--- src/hw/rtl/assert_macros.svh ---
// Assertion macros shared by the filter RTL.
// No dependencies; included by the modules that carry assertions.
`ifndef ASSERT_MACROS_SVH
`define ASSERT_MACROS_SVH

// Assert a property on an explicit clock and active-low reset.
`define C3_ASSERT_CLK(lbl, clk, rstn, prop, msg) \
  lbl: assert property (@(posedge clk) disable iff (!rstn) prop) else $error(msg);

// Assert a property on the module's clk_i / rst_ni.
`define C3_ASSERT(lbl, prop, msg) `C3_ASSERT_CLK(lbl, clk_i, rst_ni, prop, msg)

`endif

--- src/hw/rtl/c3lbf_pkg.sv ---
// Types, constants and helpers for the 3x3 line-buffer convolution filter.
// No dependencies; imported by every module of the filter.
`default_nettype none

package c3lbf_pkg;

  // Geometry
  localparam int MAX_WIDTH     = 1024;
  localparam int KERNEL_DIM    = 3;
  localparam int WIN_SIZE      = KERNEL_DIM * KERNEL_DIM;
  localparam int STORE_LEN     = MAX_WIDTH - KERNEL_DIM;
  localparam int ADDR_W        = $clog2(STORE_LEN);
  localparam int LEN_W         = $clog2(STORE_LEN + 1);
  localparam int MIN_WIDTH     = 4;

  // Field widths
  localparam int PIX_W         = 8;
  localparam int COEF_W        = 8;
  localparam int KROW_W        = KERNEL_DIM * COEF_W;
  localparam int WIDTH_W       = 11;
  localparam int CFG_IDX_W     = 2;
  localparam int CFG_DATA_W    = KROW_W;
  localparam int LINE_WIDTH_RST = 1024;

  // Arithmetic
  localparam int PROD_W        = PIX_W + COEF_W + 1;
  localparam int SUM_W         = 20;
  localparam int SHIFT         = 4;

  typedef logic [PIX_W-1:0]               pix_t;
  typedef pix_t [WIN_SIZE-1:0]            win_t;
  typedef logic [KROW_W-1:0]              krow_t;
  typedef krow_t [KERNEL_DIM-1:0]         kernel_t;
  typedef logic signed [PROD_W-1:0]       prod_t;
  typedef prod_t [WIN_SIZE-1:0]           prods_t;
  typedef logic [LEN_W-1:0]               len_t;
  typedef logic [ADDR_W-1:0]              addr_t;
  typedef logic [WIDTH_W-1:0]             width_t;

  // Configuration register indexes
  typedef enum logic [CFG_IDX_W-1:0] {
    REG_KROW0  = 2'd0,
    REG_KROW1  = 2'd1,
    REG_KROW2  = 2'd2,
    REG_LWIDTH = 2'd3
  } cfg_reg_e;

  // Pipeline advance strobes, one per stage boundary
  typedef struct packed {
    logic in_acc;   // beat enters stage A
    logic a_adv;    // stage A moves to B (window shift, line store write)
    logic b_adv;    // stage B moves to C (products)
    logic c_adv;    // stage C moves to D (sum and clamp)
  } pipe_ctrl_t;

  // Line store length for a programmed width, width clamped to MIN..MAX
  function automatic len_t store_len(width_t w);
    int unsigned wc;
    wc = 32'(w);
    if (wc < MIN_WIDTH) wc = MIN_WIDTH;
    if (wc > MAX_WIDTH) wc = MAX_WIDTH;
    return LEN_W'(wc - KERNEL_DIM);
  endfunction

endpackage

`default_nettype wire

--- src/hw/rtl/c3lbf_mac.sv ---
// Sum of the nine products, arithmetic shift and clamp into the result register.
// Depends on c3lbf_pkg.
`default_nettype none

module c3lbf_mac
  import c3lbf_pkg::*;
(
  input  wire logic       clk_i,
  input  wire pipe_ctrl_t ctrl_i,
  input  wire prods_t     prod_i,
  output pix_t            pix_o
);

  logic signed [SUM_W-1:0] acc;
  logic signed [SUM_W-1:0] shf;
  pix_t                    res;
  pix_t                    pix_q;

  // Add the products sign-extended to the accumulator width
  always_comb begin
    acc = '0;
    for (int i = 0; i < WIN_SIZE; i++) begin
      acc = acc + {{(SUM_W-PROD_W){prod_i[i][PROD_W-1]}}, prod_i[i]};
    end
    shf = acc >>> SHIFT;
    if (acc[SUM_W-1]) begin
      res = '0;
    end else if (|shf[SUM_W-1:PIX_W]) begin
      res = '1;
    end else begin
      res = shf[PIX_W-1:0];
    end
  end

  // Result register
  always_ff @(posedge clk_i) begin
    if (ctrl_i.c_adv) begin
      pix_q <= res;
    end
  end

  assign pix_o = pix_q;

endmodule

`default_nettype wire

--- config.mk ---
export PLATFORM = sky130hd
export DESIGN_NAME = c3lbf_mac
export DESIGN_NICKNAME = d
export VERILOG_FILES = /design/src/hw/rtl/assert_macros.svh /design/src/hw/rtl/c3lbf_pkg.sv /design/src/hw/rtl/c3lbf_mac.sv
export SDC_FILE = /design/constraint.sdc
export NUM_CORES = 1
export LEC_CHECK = 0
export CELL_PAD_IN_SITES_DETAIL_PLACEMENT = 0
export CELL_PAD_IN_SITES_GLOBAL_PLACEMENT = 1
export CORE_ASPECT_RATIO = 1.75
export CORE_MARGIN = 1
export CORE_UTILIZATION = 54
export CTS_CLUSTER_DIAMETER = 40
export DETAILED_ROUTE_END_ITERATION = 10
export DONT_BUFFER_PORTS = 1
export MAX_ROUTING_LAYER = met4
export PLACE_DENSITY_LB_ADDON = 0.2
export SYNTH_ARGS = -nofsm -noshare
export SYNTH_HDL_FRONTEND = slang
export SYNTH_SLANG_ARGS = --single-unit
--- constraint.sdc ---
create_clock -name clk_i -period 17 [get_ports clk_i]
set_clock_uncertainty 0.1 [all_clocks]
set_input_delay 3.4 -clock clk_i [delete_from_list [all_inputs] [get_ports clk_i]]
set_output_delay 3.4 -clock clk_i [all_outputs]
set_load 0.005 [all_outputs]
# Yosys cells after proc, flatten, opt, wreduce, memory -nomap -nowiden
# Index checks and enable logic that the tools add are counted.
# classes
addsub	8
muxes	1
reduce_logical	1
# op_table
cell	n
$add A20 B20 Y20	5
$add A19 B17 Y20	1
$add A18 B17 Y19	1
$add A17 B17 Y18	1
$mux W8	1
$reduce_or A8 Y1	1
# word_totals
ff_bits	8
input_bits	158

# Logic depth before layout (Yosys ltp)
# logic_depth
ltp_word	10
mapped_depth	16
depth_no_buf	16

# Worst setup path before layout
# OpenSTA, ideal clock, no wires.
# synth_timing
path_kind	input-to-reg
startpoint	input prod_i[108] (netlist name)
endpoint	register pix_q[2], in the netlist pix_o[2] (data pin)
setup_time_ns	0.259
arrival_ns	7.335
slack_ns	9.306
stages	14
path_buffers	0
path_cell_list	fa_1 -> fa_1 -> fa_1 -> inv_1 -> fa_1 -> inv_1 -> ha_1 -> a21o_1 -> a21o_1 -> a221oi_2 -> and2_4 -> o21ai_2 -> a211o_4 -> o31a_1
# synth_between
elab_chain_len	5
# synth_lines
element	line_no	rtl
from (decl)	c3lbf_mac.sv:10	input wire prods_t prod_i,
$add A20 B20 Y20 * (3 in a row)	c3lbf_mac.sv:23	acc = acc + {{(SUM_W-PROD_W){prod_i[i][PROD_W-1]}}, prod_i[i]};
$reduce_or A8 Y1	c3lbf_mac.sv:28	end else if (|shf[SUM_W-1:PIX_W]) begin
$mux W8	c3lbf_mac.sv:28	
to (signal assigned)	c3lbf_mac.sv:38	pix_q <= res;
to (decl)	c3lbf_mac.sv:17	pix_t pix_q;
# Mark *: on every way between the ends. The rest lies on a longest branch, timed or not.
# A chain may end at the register's enable or synchronous reset.

# Worst setup path after layout
# layout_timing
startpoint	input prod_i[108] (netlist name)
endpoint	register pix_q[0], in the netlist pix_o[0] (data pin)
# The elaborated chain is that of the path after synthesis.

==> flow_summary.toml <==
[run_status]
status = "complete, no violations"

[floorplan]
row_count = 41
die_w_microns = 67.3
die-height_microns = 116
die_area_sq_mm = 0.00781
num_io_pins = 166
core_area_sq_mm = 0.00723
start_util = 0.556

[worst_setup_path]
critPathKind = "in -> reg"
end_kind = "register"
worst-endpoint-required_ns = 16.87
worst_path_max_delay_cell = "fa_1"
crit_cells = 14
crit_arrival_ns = 7.59
critPathMaxFanout = 8
start_kind = "input port"
path_buf_inv = 2
cp_top_family = "adder cells"
cp_cell_sequence = "fa_1, fa_1, fa_1, inv_1, fa_1, inv_1, ha_1, a21o_1, a21o_1, a221oi_2, a21oi_1, o21ai_0, a21oi_1, o31a_1"
cpPeakStageDelay_ns = 0.57
crit_top_cell = "fa_1"

[routing]
vias_per_cell = 5.20
wl_per_cell_microns = 12.9
drt_iter0_drc = 49
ant_nets = 0
firstDrtPassIters = 3
drc = 0
wl_mm = 6.06
via_count = 2432

[clock_network]
cts_sinks = 8
cts_hold_buf = 0
cts_made_buffers = 3
cts_root_buf = "clkbuf_16"
cts_tree = "done"
clock_path_buffers = 2
cts_resized = 0
cts_setup_buffers = 0
path_clk_slew_ns = 0.04
h-tree-depth = 1

[finish]
largest_register_ffs = 8
final_cells = 468
final_nets = 679
syn_to_final_growth_pct = 4.54
insertedDiodeCount = 0
drive_above_1_share = 0.0262
nFillCells = 680

[global_routing]
grt_max_degree = 9
grt_pass1_vias = 2775
grt_pass1_wl_mm = 10.4
grt_usage = 0.178
antenna_found_initial = 0
grt.overflow.total = 0

[yosys]
ys_types = 37
async_flop_share = 0
synth_seq_cells = 8
syn_inst = 379
synth.avg_cell_area_sq_um = 10.6
syn_nets = 674
synthFlopType = "edfxtp_1"
yosysWarningCount = 0
yosys.area.top_type = "fa_1"
synth_top_area_frac = 0.597
synth-edff-count = 8
yosysSeqAreaShare = 0.0597
synthTopCellsByArea = "fa_1 60%, inv_1 14%, edfxtp_1 6.0%"
netlist_area_sq_mm = 0.00402

[place]
dpl_worst_slack_ns = 9.01
port_buffers = 0
hpwlAfterDp_mm = 6.09
globalplace.congestion = 0.746
place_inst = 465

[worst_hold_path]
hold_path_class = "in -> reg"
min_to = "pix_o[7]"
worstHoldPathCells = 0
worstHoldStart = "ctrl_i[0]"

[timing]
final.min_clock_period_ns = 7.72
hold_viol_final = 0
drv_slew = 0
worst_slew_pin_slew_ns = 0.583
setup_violations = 0
worst_slack_ns = 9.28
final.setup.tns_ns = 0
relSlewSlack = 0.611
max_freq_ghz = 0.130
rsz0062_at_grt = "false"
period_share = 0.454

[power]
power_mw = 1.04
power.leakage_nw = 2.15
peakVddDrop_uv = 124
power_density_mw_per_mm2 = 247

[flow_run]
drv_cap = 0
where the power goes:
part           leakage (nW)  switching, mW  total [mW]  internal [mW]
clock network        0.0370        0.00830      0.0385         0.0302
registers            0.0783        0.00644      0.0661         0.0597
logic                  2.04          0.508       0.935          0.427
total                  2.15          0.523        1.04          0.517
metal layers:
layer,part of all wire,GRT usage,vias to the layer above,wire length (microns)
met1,0.30,0.151,1241,1800
met5,0,-,-,0
met4,0.0053,0.0270,0,32
met2,0.66,0.389,90,4010
met3,0.036,0.0127,4,217
li1,-,-,1097,-
synth_stat cells (2+ instances only):
library cell / n
nand2_1: 4
edfxtp_1: 8
o31a_1: 8
nand4_1: 2
xor2_1: 2
a21oi_1: 5
nor3_1: 3
o21a_1: 2
o21ai_0: 3
nand3_1: 3
o21ai_2: 2
xnor2_1: 9
and3_1: 3
nor2_1: 9
and2_1: 3
fa_1: 120
inv_1: 152
ha_1: 17
a21o_1: 6
per-stage QoR:
stage / hold WS (ns) / utilization / area (sq um)
final: 3.18 / 0.582 / 4210
after global routing: 3.17 / 0.582 / 4210
after CTS: 3.18 / 0.582 / 4210
after detailed placement: 3.41 / 0.571 / 4130
after global placement: 3.41 / 0.571 / 4130
after floorplan: 3.41 / - / 4020
cells in the final DEF, fill, tap and decap left out, types with 2 or more instances in the layout:
cell       instances
inv_1            152
fa_1             120
ha_1              17
nor2_1             9
xnor2_1            9
o31a_1             8
edfxtp_1           8
a21o_1             6
a21oi_1            5
nand2_1            4
nand3_1            3
and3_1             3
and2_1             3
o21ai_0            3
nor3_1             3
clkbuf_16          3
o21a_1             2
nand4_1            2
o21ai_2            2
xor2_1             2
worst max path at each step:
stage	start	to	slack, ns
global route	prod_i[108]	pix_o[1]	9.09
CTS	prod_i[108]	pix_o[0]	9.24
global placement	prod_i[108]	pix_o[5]	9.04
floorplan	prod_i[108]	pix_o[2]	9.31
finish	prod_i[108]	pix_o[0]	9.28
detailed placement	prod_i[108]	pix_o[0]	9.01
area by class of cell:
| cell class | count | area, sq um | area share |
|---|---|---|---|
| tap | 86 | 108 | 0.0256 |
| inverter | 152 | 571 | 0.136 |
| sequential | 8 | 240 | 0.0571 |
| clock buffer | 3 | 75.1 | 0.0178 |
| multi-input combinational | 219 | 3210 | 0.764 |
logic make-up (layout without fill, tap and decap cells):
family,after synthesis,after routing,synth area share
flip-flops,8,8,0.0597
multiplexers,1,1,0.00249
AND/OR/NAND/NOR,33,33,0.0438
adder cells (fa/ha/maj),137,137,0.650
AO/OA/AOI/OAI,37,37,0.0784
buffers and inverters,152,155,0.142
XOR/XNOR,11,11,0.0239
Power figures use the tool's default switching activity.
