`config.mk`:
```
export PLATFORM = sky130hd
export DESIGN_NAME = c3lbf_window
export DESIGN_NICKNAME = d
export VERILOG_FILES = /design/src/hw/rtl/assert_macros.svh /design/src/hw/rtl/c3lbf_pkg.sv /design/src/hw/rtl/c3lbf_window.sv
export SDC_FILE = /design/constraint.sdc
export NUM_CORES = 1
export LEC_CHECK = 0
export ABC_CLOCK_PERIOD_IN_PS = 4200
export BUFFER_PORTS_ARGS = -buffer_cell sky130_fd_sc_hd__buf_4
export CORE_MARGIN = 4
export CORE_UTILIZATION = 55
export DETAILED_ROUTE_END_ITERATION = 7
export MAX_ROUTING_LAYER = met4
export PLACE_DENSITY = 0.84
export REMOVE_ABC_BUFFERS = 1
export SYNTH_ARGS = -nofsm -noshare
export SYNTH_HDL_FRONTEND = slang
export SYNTH_SLANG_ARGS = --single-unit
```
`constraint.sdc`:
```
create_clock -name clk_i -period 4.2 [get_ports clk_i]
set_clock_uncertainty 0.15 [all_clocks]
set_input_delay 1.26 -clock clk_i [delete_from_list [all_inputs] [get_ports clk_i]]
set_output_delay 1.26 -clock clk_i [all_outputs]
set_load 0.1 [all_outputs]
```
`src/hw/rtl/assert_macros.svh`:
```
// Assertion macros shared by the filter RTL.
// No dependencies; included by the modules that carry assertions.
`ifndef ASSERT_MACROS_SVH
`define ASSERT_MACROS_SVH

// Assert a property on an explicit clock and active-low reset.
`define C3_ASSERT_CLK(lbl, clk, rstn, prop, msg) \
  lbl: assert property (@(posedge clk) disable iff (!rstn) prop) else $error(msg);

// Assert a property on the module's clk_i / rst_ni.
`define C3_ASSERT(lbl, prop, msg) `C3_ASSERT_CLK(lbl, clk_i, rst_ni, prop, msg)

`endif

```
`src/hw/rtl/c3lbf_pkg.sv`:
```
// Types, constants and helpers for the 3x3 line-buffer convolution filter.
// No dependencies; imported by every module of the filter.
`default_nettype none

package c3lbf_pkg;

  // Geometry
  localparam int MAX_WIDTH     = 1024;
  localparam int KERNEL_DIM    = 3;
  localparam int WIN_SIZE      = KERNEL_DIM * KERNEL_DIM;
  localparam int STORE_LEN     = MAX_WIDTH - KERNEL_DIM;
  localparam int ADDR_W        = $clog2(STORE_LEN);
  localparam int LEN_W         = $clog2(STORE_LEN + 1);
  localparam int MIN_WIDTH     = 4;

  // Field widths
  localparam int PIX_W         = 8;
  localparam int COEF_W        = 8;
  localparam int KROW_W        = KERNEL_DIM * COEF_W;
  localparam int WIDTH_W       = 11;
  localparam int CFG_IDX_W     = 2;
  localparam int CFG_DATA_W    = KROW_W;
  localparam int LINE_WIDTH_RST = 1024;

  // Arithmetic
  localparam int PROD_W        = PIX_W + COEF_W + 1;
  localparam int SUM_W         = 20;
  localparam int SHIFT         = 4;

  typedef logic [PIX_W-1:0]               pix_t;
  typedef pix_t [WIN_SIZE-1:0]            win_t;
  typedef logic [KROW_W-1:0]              krow_t;
  typedef krow_t [KERNEL_DIM-1:0]         kernel_t;
  typedef logic signed [PROD_W-1:0]       prod_t;
  typedef prod_t [WIN_SIZE-1:0]           prods_t;
  typedef logic [LEN_W-1:0]               len_t;
  typedef logic [ADDR_W-1:0]              addr_t;
  typedef logic [WIDTH_W-1:0]             width_t;

  // Configuration register indexes
  typedef enum logic [CFG_IDX_W-1:0] {
    REG_KROW0  = 2'd0,
    REG_KROW1  = 2'd1,
    REG_KROW2  = 2'd2,
    REG_LWIDTH = 2'd3
  } cfg_reg_e;

  // Pipeline advance strobes, one per stage boundary
  typedef struct packed {
    logic in_acc;   // beat enters stage A
    logic a_adv;    // stage A moves to B (window shift, line store write)
    logic b_adv;    // stage B moves to C (products)
    logic c_adv;    // stage C moves to D (sum and clamp)
  } pipe_ctrl_t;

  // Line store length for a programmed width, width clamped to MIN..MAX
  function automatic len_t store_len(width_t w);
    int unsigned wc;
    wc = 32'(w);
    if (wc < MIN_WIDTH) wc = MIN_WIDTH;
    if (wc > MAX_WIDTH) wc = MAX_WIDTH;
    return LEN_W'(wc - KERNEL_DIM);
  endfunction

endpackage

`default_nettype wire

```
`src/hw/rtl/c3lbf_window.sv`:
```
// 3x3 window registers and the registered kernel products.
// Depends on c3lbf_pkg.
`default_nettype none

module c3lbf_window
  import c3lbf_pkg::*;
(
  input  wire logic       clk_i,
  input  wire logic       rst_ni,
  input  wire pipe_ctrl_t ctrl_i,
  input  wire kernel_t    kernel_i,
  input  wire pix_t       pix_i,
  input  wire pix_t       from0_i,
  input  wire pix_t       from1_i,
  output pix_t            tap_mid_o,
  output pix_t            tap_bot_o,
  output prods_t          prod_o
);

  win_t   win_q, win_d;
  prods_t prod_q;
  pix_t   feed [KERNEL_DIM];

  assign feed[0] = from0_i;
  assign feed[1] = from1_i;
  assign feed[2] = pix_i;

  // Shift every row left by one; new pixels enter at the right end
  always_comb begin
    for (int r = 0; r < KERNEL_DIM; r++) begin
      for (int c = 0; c < KERNEL_DIM - 1; c++) begin
        win_d[r*KERNEL_DIM + c] = win_q[r*KERNEL_DIM + c + 1];
      end
      win_d[r*KERNEL_DIM + KERNEL_DIM - 1] = feed[r];
    end
  end

  // Window state, cleared at reset
  always_ff @(posedge clk_i or negedge rst_ni) begin
    if (!rst_ni) begin
      win_q <= '0;
    end else if (ctrl_i.a_adv) begin
      win_q <= win_d;
    end
  end

  // Pixels leaving the left end of the middle and bottom rows
  assign tap_mid_o = win_q[KERNEL_DIM];
  assign tap_bot_o = win_q[2*KERNEL_DIM];

  // One signed product per window position
  always_ff @(posedge clk_i) begin
    if (ctrl_i.b_adv) begin
      for (int r = 0; r < KERNEL_DIM; r++) begin
        for (int c = 0; c < KERNEL_DIM; c++) begin
          prod_q[r*KERNEL_DIM + c] <=
            $signed({1'b0, win_q[r*KERNEL_DIM + c]}) *
            $signed(kernel_i[r][COEF_W*c +: COEF_W]);
        end
      end
    end
  end

  assign prod_o = prod_q;

endmodule

`default_nettype wire

```
* Yosys cells after proc, flatten, opt, wreduce, memory -nomap -nowiden *
Cells that the tools add are included.

word-level totals
  flip-flop bits (word level) = 225
  input port bits = 102
  output and inout bits = 169

operators by class
  multipliers = 9

operators by type and width
  kind                        number
  multiplier 9 x 8 -> 17 bit  9

* Depth between registers and ports, before layout *
Gate-level depths: netlist of the first run.

  word-level depth = 1
  depth in mapped cells = 18
  gate-level depth less buffers = 17

* Worst setup path before layout of the first run *
Ideal clock, no wire load.

  kind = input to register
  start = in kernel_i[63] (netlist bit)
  end = reg prod_q (netlist bit prod_o[134]) (data pin)
  arrival = 4.821 ns
  setup slack = -0.906 ns
  stages = 14
  cell sequence = clkinv_1 fa_1 fa_1 inv_1 fa_1 inv_1 fa_1 inv_1 ha_1 a21o_1 nand2_1 and3_1 or4_1 nand3_1

on the way
  longest elaborated chain between the ends = 1

RTL lines
  element                          line                source
  from (decl)                      c3lbf_window.sv:11  input wire kernel_t kernel_i,
  multiplier 9 x 8 -> 17 bit       c3lbf_window.sv:57  $signed({1'b0, win_q[r*KERNEL_DIM + c]}) *
  to (signal, indexed assignment)  c3lbf_window.sv:56  prod_q[r*KERNEL_DIM + c] <=
  to (decl)                        c3lbf_window.sv:21  prods_t prod_q;

No other way between the ends.
A chain may end at the register's enable or synchronous reset.

* Final worst setup path of the first run *
  start = in kernel_i[29] (netlist bit)
  end = reg prod_q (netlist bit prod_o[67]) (data pin)

The elaborated chain is that of the path after synthesis.

==> flow_metrics.tcl, run 1 <==
set metrics [dict create \
    layout-drive-gt1-share_pct 42.20 \
    grt-ovfl-total 0 \
    synth.cells.most_frequent "sky130_fd_sc_hd__inv_1, sky130_fd_sc_hd__ha_1, sky130_fd_sc_hd__and2_1" \
    grt_pass1_wl_mm 127.4 \
    post-route-period-util_pct 116.5 \
    drt-wirelength-per-cell_um 21.41 \
    seq_area_um2 6397 \
    count_of_hold_buffers_inserted_by_post_cts_repair 0 \
    synth_cells 2704 \
    grt_setup_unrepaired "yes" \
    violations "setup timing" \
    routed_wire_length_mm 88.28 \
    cts.reportedPaths.clkPinSlew_ns 0.06 \
    crit-reg2reg-launch "tap_bot_o[3]" \
    globalRouteMet3Util_pct 4.784 \
    yosys_warnings 0 \
    cts_tree "done" \
    mappedNetlistArea_um2 27610 \
    maxSlewHeadroom_pct 30.83 \
    gr_util_met1_pct 34.08 \
    effective_utilization_at_floorplan_pct 56.05 \
    synth_seq_cells 225 \
    fin_crit_period_ns 4.891 \
    drt-pass1-iter-count 7 \
    worst_reg2reg_setup_slack_ns -0.52 \
    cts_made_buffers 28 \
    min-delay-path-class "flip-flop to flip-flop" \
    die_w_um 232.1 \
    final_net_count 4255 \
    area_grow_syn2layout_pct 39.21 \
    n_fill_cell 2726 \
    yosys-top-cells-area "sky130_fd_sc_hd__fa_1, sky130_fd_sc_hd__ha_1, sky130_fd_sc_hd__edfxtp_1" \
    dominant_register_cell_in_the_synthesized_netlist "sky130_fd_sc_hd__edfxtp_1" \
    critPathLaunch "kernel_i[29]" \
    rr_endpoint "prod_o[118]" \
    setup_viol_count_final 84 \
    final_critical_path_setup_slack_ns -0.6913 \
    worst-r2r-cell-count 14 \
    drtAntennaViolNets 0 \
    critical_path.endpoint "prod_o[67]" \
    timing.critical_path.arrival_ns 5.04 \
    syn_avg_cell_area_um2 10.21 \
    first_global_vias 25310 \
    area_of_the_multi_input_gates_um2 21830 \
    number_of_enable_type_register_cells_in_the_synthesized_netlist 153 \
    startpoint_type "primary input" \
    die_height_um 232.1 \
    required_ns 4.35 \
    timing.final.max_slew_violations 0 \
    cts_buffer_depth 3 \
    run_status "complete, but fails checks" \
    clock-root-buffer "sky130_fd_sc_hd__clkbuf_16" \
    synth.distinct_cells 60 \
    timing_hold_violations_final 0 \
    endpoint_kind "flip-flop" \
    drt-initial-drc-count 1378 \
    yosys_top_cell_area_share_pct 24.15 \
    worstSkewPairLatency_ns 0.58 \
    synth_most_common_cell "sky130_fd_sc_hd__inv_1" \
    post-synth-top-area-cell "sky130_fd_sc_hd__fa_1" \
    grt_start_max_net_pins 73 \
    grt_resource_usage_total_pct 30.23 \
    dpl.hpwl_mm 56.99 \
    worst-slew-pin-transition_ns 1.038 \
    ys_async_sr_fraction_pct 32.00 \
    cts-htree-levels 1 \
    port_buffers 268 \
    antenna_violations_before_repair 5 \
    cap_violations 0 \
    layout.cells.non_filler 4124 \
    globalRouteMet2Util_pct 53.32 \
    core.rowCount 81 \
    clock_sink_count 225 \
    synth.yosys.seq_area_share_pct 23.17 \
    routed_via_density 5.709 \
    drcViolationCount 0 \
    gp_congestion 0.9650 \
    design.core.area_um2 49250 \
    critical_path_class "primary input to flip-flop" \
    dpl.cell_count 3999 \
    maxClockFrequency_mhz 204.4 \
    routed_vias 23540 \
    critPathMaxFanout 6 \
    floorplan.die_area_um2 53850 \
    floorplan.io_pins 271 \
    grt.busiest_layer "met2" \
]
## routing by layer
layer / vias up / part of all wire [%]
met1: 11740 / 35
met5: - / 0
met4: 0 / 6.2
met2: 1202 / 52
li1: 10170 / -
met3: 431 / 6.7
## worst max-delay path, stage by stage
cell and delay, ns:
sky130_fd_sc_hd__buf_8 0.11, sky130_fd_sc_hd__and2_4 0.15, sky130_fd_sc_hd__fa_1 0.58, sky130_fd_sc_hd__fa_1 0.44, sky130_fd_sc_hd__fa_1 0.53, sky130_fd_sc_hd__inv_1 0.06
sky130_fd_sc_hd__fa_1 0.52, sky130_fd_sc_hd__inv_2 0.07, sky130_fd_sc_hd__ha_4 0.16, sky130_fd_sc_hd__buf_6 0.12, sky130_fd_sc_hd__a21o_1 0.16, sky130_fd_sc_hd__nand2_2 0.10
sky130_fd_sc_hd__nand4_1 0.20, sky130_fd_sc_hd__a2111oi_2 0.43, sky130_fd_sc_hd__a211oi_1 0.13
## placed cells by master, fill, tap and decap left out, types with 86 or more instances in the layout
cell	instances
sky130_fd_sc_hd__ha_1	306
sky130_fd_sc_hd__edfxtp_1	153
sky130_fd_sc_hd__buf_4	596
sky130_fd_sc_hd__and2_4	86
sky130_fd_sc_hd__nand2_1	108
sky130_fd_sc_hd__and2_1	293
sky130_fd_sc_hd__inv_1	400
sky130_fd_sc_hd__fa_1	292
sky130_fd_sc_hd__inv_2	107
sky130_fd_sc_hd__buf_6	108
## cells by family (layout without fill, tap and decap cells)
kind of cell | Yosys count | count (layout) | share of synthesized area (%)
xor+xnor | 85 | 85 | 2.696
mux | 75 | 75 | 3.050
fa+ha+maj | 720 | 720 | 41.68
buf+inv | 567 | 1318 | 7.972
flops | 225 | 225 | 23.17
compound gates | 241 | 241 | 6.086
simple gates | 791 | 791 | 15.34
other cells | 0 | 5 | 0
## sequential cells by signal, indices dropped and copies added (netlist names)
name / cells
prod_o: 153
win_d: 48
tap_bot_o: 8
tap_mid_o: 8
win_q: 8
## worst min-delay path by stage
stage                   end  depth (start not counted)    startpoint  slack, ns
6_report       tap_bot_o[0]                          1  tap_bot_o[0]       0.45
2_1_floorplan      win_q[0]                          1      win_q[0]       0.42
3_5_place_dp   tap_bot_o[0]                          1  tap_bot_o[0]       0.43
4_1_cts        tap_bot_o[0]                          1  tap_bot_o[0]       0.45
5_1_grt        tap_bot_o[0]                          1  tap_bot_o[0]       0.47
3_3_place_gp   tap_bot_o[0]                          1  tap_bot_o[0]       0.42
## timing repair
action,in CTS,in global routing
gates resized for setup,595,350
pin swaps,255,243
buffers inserted,35,48
setup endpoints to repair,87,88
## metrics by stage
step | util, % | hold WS [ns] | instance area [um^2] | setup TNS, ns | worst slack (ns)
floorplan | - | 0.4201 | 27340 | -51.39 | -0.9064
global placement | 67.69 | 0.4179 | 33340 | -83.87 | -1.117
detailed placement | 67.69 | 0.4291 | 33340 | -91.28 | -1.218
CTS | 74.71 | 0.4511 | 36800 | -15.44 | -0.4159
global route | 78.03 | 0.4720 | 38440 | -32.44 | -0.7238
finish | 78.03 | 0.4516 | 38440 | -27.25 | -0.6913
## cell type report
type                    instances  share of cell area, %
repair buffers                751                  16.85
well taps                     664                  2.162
clock buffers                  39                  2.064
multi-input cells            1912                  56.79
diodes                          5                0.03255
inverters                     515                  5.134
clock inverters                13                 0.3288
flip-flops and latches        225                  16.64
Power of run 1 is not shown: default switching activity piles up to over one toggle a cycle in this logic, so the estimate is an artifact.
==> run 2: changes to the inputs <==
SKIP_LAST_GASP = 1   (was default)
==> flow_metrics.tcl, run 2 (synthesis results as in run 1) <==
set metrics [dict create \
    violations "setup timing" \
    maxClockFrequency_mhz 208.5 \
    cts.reportedPaths.clkPinSlew_ns 0.06 \
    grt.busiest_layer "met2" \
    startpoint_type "primary input" \
    rr_endpoint "prod_o[115]" \
    grt-ovfl-total 0 \
    worst_reg2reg_setup_slack_ns -0.44 \
    routed_vias 23590 \
    n_fill_cell 2708 \
    core.rowCount 81 \
    antenna_violations_before_repair 4 \
    drt-pass1-iter-count 5 \
    required_ns 4.37 \
    gp_congestion 0.9650 \
    crit-reg2reg-launch "tap_bot_o[4]" \
    post-route-period-util_pct 114.2 \
    drt-initial-drc-count 1606 \
    min-delay-path-class "flip-flop to flip-flop" \
    critPathLaunch "kernel_i[6]" \
    timing.final.max_slew_violations 0 \
    timing.critical_path.arrival_ns 4.97 \
    drtAntennaViolNets 0 \
    clock-root-buffer "sky130_fd_sc_hd__clkbuf_16" \
    run_status "complete, but fails checks" \
    max_ffs_per_register 153 \
    seq_area_um2 6396 \
    die_height_um 232.1 \
    timing_hold_violations_final 0 \
    grt_start_max_net_pins 73 \
    globalRouteMet3Util_pct 4.551 \
    area_grow_syn2layout_pct 39.53 \
    critical_path.endpoint "prod_o[13]" \
    worstSkewPairLatency_ns 0.58 \
    drcViolationCount 0 \
    cts_made_buffers 28 \
    port_buffers 268 \
    worst-r2r-cell-count 12 \
    drt-wirelength-per-cell_um 21.77 \
    routed_wire_length_mm 89.68 \
    final_net_count 4251 \
    cts_tree "done" \
    setup_viol_count_final 84 \
    cap_violations 0 \
    routed_via_density 5.727 \
    gr_util_met1_pct 34.34 \
    cts_buffer_depth 3 \
    grt_pass1_wl_mm 126.6 \
    floorplan.io_pins 271 \
    grt_resource_usage_total_pct 29.92 \
    endpoint_kind "flip-flop" \
    final_critical_path_setup_slack_ns -0.5963 \
    critPathMaxFanout 8 \
    layout-drive-gt1-share_pct 42.45 \
    globalRouteMet2Util_pct 52.58 \
    effective_utilization_at_floorplan_pct 56.05 \
    floorplan.die_area_um2 53850 \
    area_of_the_multi_input_gates_um2 21910 \
    dpl.cell_count 3999 \
    cts-htree-levels 1 \
    first_global_vias 25250 \
    layout.cells.non_filler 4119 \
    critical_path_class "primary input to flip-flop" \
    design.core.area_um2 49250 \
    die_w_um 232.1 \
    maxSlewHeadroom_pct 31.48 \
    setup_total_negative_slack_ns -27.14 \
    clock_sink_count 225 \
    layout.cells.most_common "sky130_fd_sc_hd__buf_4" \
    worst-slew-pin-transition_ns 1.028 \
    dpl.hpwl_mm 56.99 \
    layout.cells.most_common_list "sky130_fd_sc_hd__buf_4, sky130_fd_sc_hd__inv_1, sky130_fd_sc_hd__ha_1" \
    fin_crit_period_ns 4.796 \
    grt_setup_unrepaired "yes" \
]
[run 2: changes by cell type in the layout (fill, tap and decap cells not counted), moves of 4 or more]
| cell | change |
|---|---|
| sky130_fd_sc_hd__buf_12 | +5 |
| sky130_fd_sc_hd__buf_4 | -6 |
| sky130_fd_sc_hd__buf_8 | -6 |
| sky130_fd_sc_hd__ha_1 | -6 |
| sky130_fd_sc_hd__ha_4 | +5 |
| sky130_fd_sc_hd__inv_1 | -7 |
| sky130_fd_sc_hd__inv_2 | +4 |
| sky130_fd_sc_hd__inv_4 | +4 |
| sky130_fd_sc_hd__nor2_1 | +5 |
[run 2: final cells by class]
| class | instances | share of cell area, % |
|---|---|---|
| Antenna cell | 4 | 0.02598 |
| Clock buffer | 39 | 2.059 |
| Clock inverter | 13 | 0.3280 |
| Inverter | 515 | 5.148 |
| Multi-Input combinational cell | 1912 | 56.87 |
| Sequential cell | 225 | 16.60 |
| Tap cell | 664 | 2.157 |
| Timing Repair Buffer | 747 | 16.81 |
[run 2: how the worst min path moves through the flow]
| stage | start | to | slack (ns) | depth (start not counted) |
|---|---|---|---|---|
| 6_report | tap_bot_o[0] | tap_bot_o[0] | 0.46 | 1 |
| 4_1_cts | tap_bot_o[0] | tap_bot_o[0] | 0.45 | 1 |
| 3_5_place_dp | tap_bot_o[0] | tap_bot_o[0] | 0.43 | 1 |
| 5_1_grt | tap_bot_o[0] | tap_bot_o[0] | 0.47 | 1 |
| 3_3_place_gp | tap_bot_o[0] | tap_bot_o[0] | 0.42 | 1 |
| 2_1_floorplan | win_q[0] | win_q[0] | 0.42 | 1 |
[run 2: critical path, cell delays in order]
cell                      delay [ns]
sky130_fd_sc_hd__buf_6          0.12
sky130_fd_sc_hd__and2_4         0.14
sky130_fd_sc_hd__fa_1           0.52
sky130_fd_sc_hd__fa_1           0.55
sky130_fd_sc_hd__fa_1           0.56
sky130_fd_sc_hd__inv_1          0.08
sky130_fd_sc_hd__fa_1           0.55
sky130_fd_sc_hd__inv_2          0.07
sky130_fd_sc_hd__ha_4           0.18
sky130_fd_sc_hd__nor4_4         0.29
sky130_fd_sc_hd__o21ai_2        0.14
sky130_fd_sc_hd__a31o_2         0.23
sky130_fd_sc_hd__a21oi_2        0.18
sky130_fd_sc_hd__xnor2_1        0.11
[run 2: stage by stage]
| stage | hold WS (ns) | instance area, um^2 | worst slack (ns) | utilization, % |
|---|---|---|---|---|
| 2_1_floorplan | 0.4201 | 27340 | -0.9064 | - |
| 3_3_place_gp | 0.4179 | 33340 | -1.117 | 67.69 |
| 3_5_place_dp | 0.4291 | 33340 | -1.218 | 67.69 |
| 4_1_cts | 0.4511 | 36710 | -0.4159 | 74.53 |
| 5_1_grt | 0.4716 | 38520 | -0.6356 | 78.21 |
| 6_report | 0.4605 | 38520 | -0.5963 | 78.21 |
[run 2: metal layers]
layer | up-vias | routed length (um)
met5 | - | 0
met4 | 0 | 5684
met3 | 462 | 6227
met2 | 1248 | 46210
met1 | 11730 | 31550
li1 | 10150 | -
[run 2: timing repair]
item,CTS,global route
endpoints found under the setup margin,87,88
hold endpoints to repair,0,0
hold buffers,0,0
pin swaps,252,290
buffers inserted,35,45
gates resized for setup,576,386
Power of run 2 is left out for the same reason.
